**src/rtl/string_key_hash_table_probe_defines.svh**
```systemverilog
// ----------------------------------------------------------------------------
// string_key_hash_table_probe_defines
// Assertion macros shared by the string key hash table probe.
// ----------------------------------------------------------------------------
`ifndef STRING_KEY_HASH_TABLE_PROBE_DEFINES_SVH
`define STRING_KEY_HASH_TABLE_PROBE_DEFINES_SVH
`ifndef SYNTHESIS
`define SKH_ASSERT(label, clk, rst_n, prop, msg) \
  label: assert property (@(posedge clk) disable iff (!rst_n) prop) else $error(msg);
`define SKH_ASSERT_RST(label, clk, prop, msg) \
  label: assert property (@(posedge clk) prop) else $error(msg);
`else
`define SKH_ASSERT(label, clk, rst_n, prop, msg)
`define SKH_ASSERT_RST(label, clk, prop, msg)
`endif
`endif

```
**src/rtl/skh_pkg.sv**
```systemverilog
// ----------------------------------------------------------------------------
// skh_pkg
// Shared types and constants of the string key hash table probe.
// ----------------------------------------------------------------------------
package skh_pkg;

  localparam int unsigned TableEntries = 1024;
  localparam int unsigned KeyBytes     = 32;
  localparam int unsigned IndexBits    = 20;

  localparam logic [63:0] HashSeed = 64'd5381;

  localparam logic [2:0] StInserted = 3'd0;
  localparam logic [2:0] StFound    = 3'd1;
  localparam logic [2:0] StNotFound = 3'd2;
  localparam logic [2:0] StFull     = 3'd3;
  localparam logic [2:0] StTooLong  = 3'd4;

  typedef struct packed {
    logic        action;
    logic [7:0]  key_byte;
    logic        key_last;
    logic [19:0] rec_start;
    logic [19:0] group_count;
  } in_item_t;

  typedef struct packed {
    logic [2:0]  status;
    logic [19:0] found_start;
    logic [19:0] found_count;
    logic [9:0]  slot;
  } out_item_t;

endpackage

```
**src/rtl/skh_hash.sv**
```systemverilog
// ----------------------------------------------------------------------------
// skh_hash
// DJB2 hash accumulator: hash = hash * 33 + signed byte, 64-bit wrap.
// ----------------------------------------------------------------------------
module skh_hash (
  input  logic        clk_i,
  input  logic        rst_ni,
  input  logic        step_i,
  input  logic        clear_i,
  input  logic [7:0]  byte_i,
  output logic [63:0] next_o
);

  logic [63:0] hash_q;

  // Multiply by 33 is a shift and an add.
  assign next_o = (hash_q << 5) + hash_q + {{56{byte_i[7]}}, byte_i};

  always_ff @(posedge clk_i or negedge rst_ni) begin
    if (!rst_ni) begin
      hash_q <= skh_pkg::HashSeed;
    end else if (clear_i) begin
      hash_q <= skh_pkg::HashSeed;
    end else if (step_i) begin
      hash_q <= next_o;
    end
  end

endmodule

```
**config.mk**
```make
export PLATFORM = sky130hd
export DESIGN_NAME = skh_hash
export DESIGN_NICKNAME = d
export VERILOG_FILES = /design/src/rtl/string_key_hash_table_probe_defines.svh /design/src/rtl/skh_pkg.sv /design/src/rtl/skh_hash.sv
export SDC_FILE = /design/constraint.sdc
export NUM_CORES = 1
export LEC_CHECK = 0
export BUFFER_PORTS_ARGS = -buffer_cell sky130_fd_sc_hd__buf_2
export CAP_MARGIN = 10
export CORE_MARGIN = 8
export CORE_UTILIZATION = 50
export CTS_CLUSTER_DIAMETER = 60
export CTS_CLUSTER_SIZE = 40
export DETAILED_ROUTE_END_ITERATION = 10
export MAX_ROUTING_LAYER = met4
export PLACE_DENSITY = 0.67
export SETUP_SLACK_MARGIN = 0.05
export SLEW_MARGIN = 0
export SYNTH_ARGS = -nofsm -noshare
export SYNTH_HDL_FRONTEND = slang
export SYNTH_SLANG_ARGS = --single-unit
```
**constraint.sdc**
```tcl
create_clock -name clk_i -period 9.72 [get_ports clk_i]
set_input_delay 0 -clock clk_i [delete_from_list [all_inputs] [get_ports clk_i]]
set_output_delay 0 -clock clk_i [all_outputs]
set_load 0.02 [all_outputs]
```
# Word-level counts from Yosys, hierarchy flattened
# Cells that the tools add are included.
# word_totals
reg_bits	64
word_cells	6
# classes
mux	2
add_sub_neg	2
reduce_logical	1
# ops
op	count
64-bit adder	2
64-bit 2-to-1 mux	2
2-bit nonzero test	1

# Longest topological paths before layout
# logic_depth
word_depth	4
mapped_depth	14
depth_no_buf	14

# Worst setup path after synthesis
# No wires, ideal clock.
# synth_timing
path_type	register to register
start	register hash_q[0]
end	register hash_q[53]
n_path_buf	0
setup_time_ns	0.066
period_less_slack_ns	3.776
arrival_time_ns	3.710
path_slack_ns	5.944
stages_incl_launch_ff	15
required_ns	9.654
path_cell_list	dfstp_2 -> inv_1 -> fa_1 -> inv_1 -> ha_1 -> a21o_1 -> a221o_1 -> a2111o_1 -> and4_4 -> o31ai_2 -> a21oi_1 -> o21bai_2 -> a21oi_2 -> xor2_1 -> o21a_1
# synth_via
elab_chain_len	4
# synth_rtl
element	line	text
start, declared	skh_hash.sv:14	logic [63:0] hash_q;
start signal, assigned	skh_hash.sv:21	hash_q <= skh_pkg::HashSeed;
start signal, assigned	skh_hash.sv:23	hash_q <= skh_pkg::HashSeed;
start signal, assigned	skh_hash.sv:25	hash_q <= next_o;
64-bit adder (2 in series)	skh_hash.sv:17	assign next_o = (hash_q << 5) + hash_q + {{56{byte_i[7]}}, byte_i};
via next_o[53]	skh_hash.sv:11	output logic [63:0] next_o
64-bit 2-to-1 mux	skh_hash.sv:24	end else if (step_i) begin
64-bit 2-to-1 mux	skh_hash.sv:22	end else if (clear_i) begin
# The timed path passes the listed nets, and every way through them passes these cells. The select of a mux whose other input is x is not followed.
# A chain may end at the register's enable or synchronous reset.

# Worst setup path in the final report
# layout_timing
start	input port byte_i[7]
end	output port next_o[62]
# layout_via
elab_chain_len	1
# layout_rtl
element	line	text
start, declared	skh_hash.sv:10	input logic [7:0] byte_i,
64-bit adder	skh_hash.sv:17	
end, declared	skh_hash.sv:11	
# No other way between the ends.

==> results.md <==
* GR Util All Layers at 0.2246
* Sequential share of the synthesized area at 0.2104
* IO Port Bufs at 75
* Die ar. at 19490 um2
* I/O pin count at 76
* Largest net degree at the start of global routing at 65
* Via/cell ratio at 5.968
* Outcome: complete, no violations
* Critical path arrival at 4510 ps
* Largest Register: hash_q
* Hold crit path type: input port to register
* Primary FF master, synth: dfrtp_1
* Post-synth top area cell: dfrtp_1
* Initial antenna violation count at 0
* EDFF count, synth at 0
* Drt first pass iters at 5
* Critical Path Start Type: input port
* Final period util at 0.4636
* Post-CTS Setup Bufs at 0
* Synth Cell Area at 7641 um2
* Vias post-DR at 6517
* Post-CTS Resized at 0
* FF-to-FF Start: hash_q[0]
* Data required, critical path at 9720 ps
* Gpl congestion at 0.9494
* Top cells by area, synth: dfrtp_1, fa_1, ha_1
* Cells after synthesis at 855
* Layout cells sized above 1 at 0.1283
* Root Driver: clkbuf_16
* Clock latency on the worst-skew pair at 350 ps
* Launch point of the worst hold path: byte_i[0]
* Final setup TNS at 0 ps
* Maxcap violations at 0
* CTS tree: yes
* RSZ-0062 raised after global routing: no
* Unique masters post-synth at 64
* Total grt overflow at 0
* Initial Util at 0.5064
* DRC at 0
* Synth warn at 0
* Min Tclk post-route at 4506 ps
* Fmax at 0.2219 GHz
* # nets final at 1037
* Most numerous cell in the Yosys netlist: nor2_1
* # diodes at 0
* Clock Skews at 10.44 ps
* Yosys reg bits at 64
* Core Util, Final at 0.5595
* Critical path endpoint category: primary output
* Max Slew Vio Count at 0
* Final setup violation count at 0
* Biggest regs: hash_q (64)
* Fillers at 1408
* CP startpoint: byte_i[7]
* Final Hold Fails at 0
* Normalized max-slew margin at 0.3444
* Area added between synthesis and finish at 10.50%
* Vias in the first global route at 6664
* Worst-path clk slew at 60 ps
* Antenna-violating nets left at 0
* Dpl hpwl at 16000 um
* Worst Max-Slew Pin Slew at 983.4 ps
* Detailed Route WL at 20630 um
* CORE AREA at 15090 um2
* Syn Nets at 993
* First-pass GRT wire length at 34620 um
* Placed cells at 1075
* Routed len/inst at 18.89 um
* Max FFs per register at 64
* Crit path kind: input port to primary output
* H-tree Lvls at 3
* CP Max Fanout at 30
* Row count at 45
* Fin Hold WS at 39.09 ps
* CTS Buf Count at 9
* Number of DRC markers in iteration 0 at 539
* Ys async rst share at 1.000
* Synth top area share at 0.1932
* Layout Cells excl Fill at 1092
* Die W at 139.6 um
* Top post-synthesis cells by count: nor2_1, a21oi_1, ha_1, dfrtp_1, fa_1
* Die Ht at 139.6 um
* Max clock buf depth at 2
* Mean Syn Cell Area at 8.937 um2
* CTS Sinks at 64
per-stage QoR:
stage	instance area, um2	setup slack, ps
after floorplan	7641	5944
final	8443	5214
after global routing	8443	4831
after global placement	8108	5149
after detailed placement	8108	5158
after CTS	8443	5177
worst max-delay path, stage by stage:
cell and delay [ps]:
buf_4 480, buf_4 650, fa_1 520, ha_1 400, a21o_1 200, a21o_1 170
a21oi_1 290, o211ai_1 130, o31a_1 270, o31ai_1 410, nand2_1 190, a31oi_2 330
o21bai_1 130, xor2_1 140, buf_2 160
final cells by class:
| class | instances | area, um2 | area share |
|---|---|---|---|
| clock buffers | 13 | 260.3 | 0.03082 |
| clock inverters | 3 | 65.06 | 0.007706 |
| inverters | 17 | 63.81 | 0.007558 |
| multi-input cells | 727 | 5791 | 0.6858 |
| flip-flops and latches | 64 | 1608 | 0.1904 |
| well taps | 188 | 235.2 | 0.02786 |
| repair buffers | 80 | 420.4 | 0.04979 |
cells in the final DEF (no fill, tap or decap), types with 8 or more instances in the layout:
cell	count
a21o_1	34
ha_1	67
fa_1	59
dfrtp_1	59
mux2i_1	43
o21a_1	11
inv_1	17
xnor2_1	41
nor3_1	15
o21ai_0	36
nor2_1	96
nand3_1	17
a21oi_1	75
o21bai_1	14
nand2_1	54
buf_2	73
nand4_1	25
clkbuf_16	9
or3_1	8
and3_1	11
xor2_1	22
nor2b_1	8
per-layer routing:
layer / vias to the layer above / track usage / share of wire
li1: 3156 / - / -
met1: 3174 / 0.2919 / 0.47
met2: 164 / 0.3577 / 0.47
met3: 23 / 0.03865 / 0.041
met5: - / - / 0
met4: 0 / 0.05886 / 0.014
kinds of logic after synthesis:
kind of cell,Yosys count,share of synthesized area
muxes,43,0.05633
buffers and inverters,64,0.03177
DFF,64,0.2104
AOI/OAI and AO/OA,232,0.1986
adders and majority gates,126,0.2643
and+or+nand+nor,261,0.1621
xor gates and xnor gates,65,0.07647
repair_timing:
| item | in CTS | in global routing |
|---|---|---|
| setup endpoints to repair | 0 | 0 |
| hold buffers | 1 | 0 |
| endpoints found under the hold margin | 59 | 0 |
final timing paths:
check / slack (ps) / end / depth (start not counted)
max: 5210 / next_o[62] / 15
min: 40 / hash_q[0] / 4
max reg2reg: 5570 / hash_q[59] / 14
min reg2reg: 540 / hash_q[62] / 2
max in group asynchronous: 8800 / hash_q[39] / 3
min in group asynchronous: 380 / hash_q[13] / 3
Power is not shown: default switching activity piles up to over one toggle a cycle in this logic, so the estimate is an artifact.
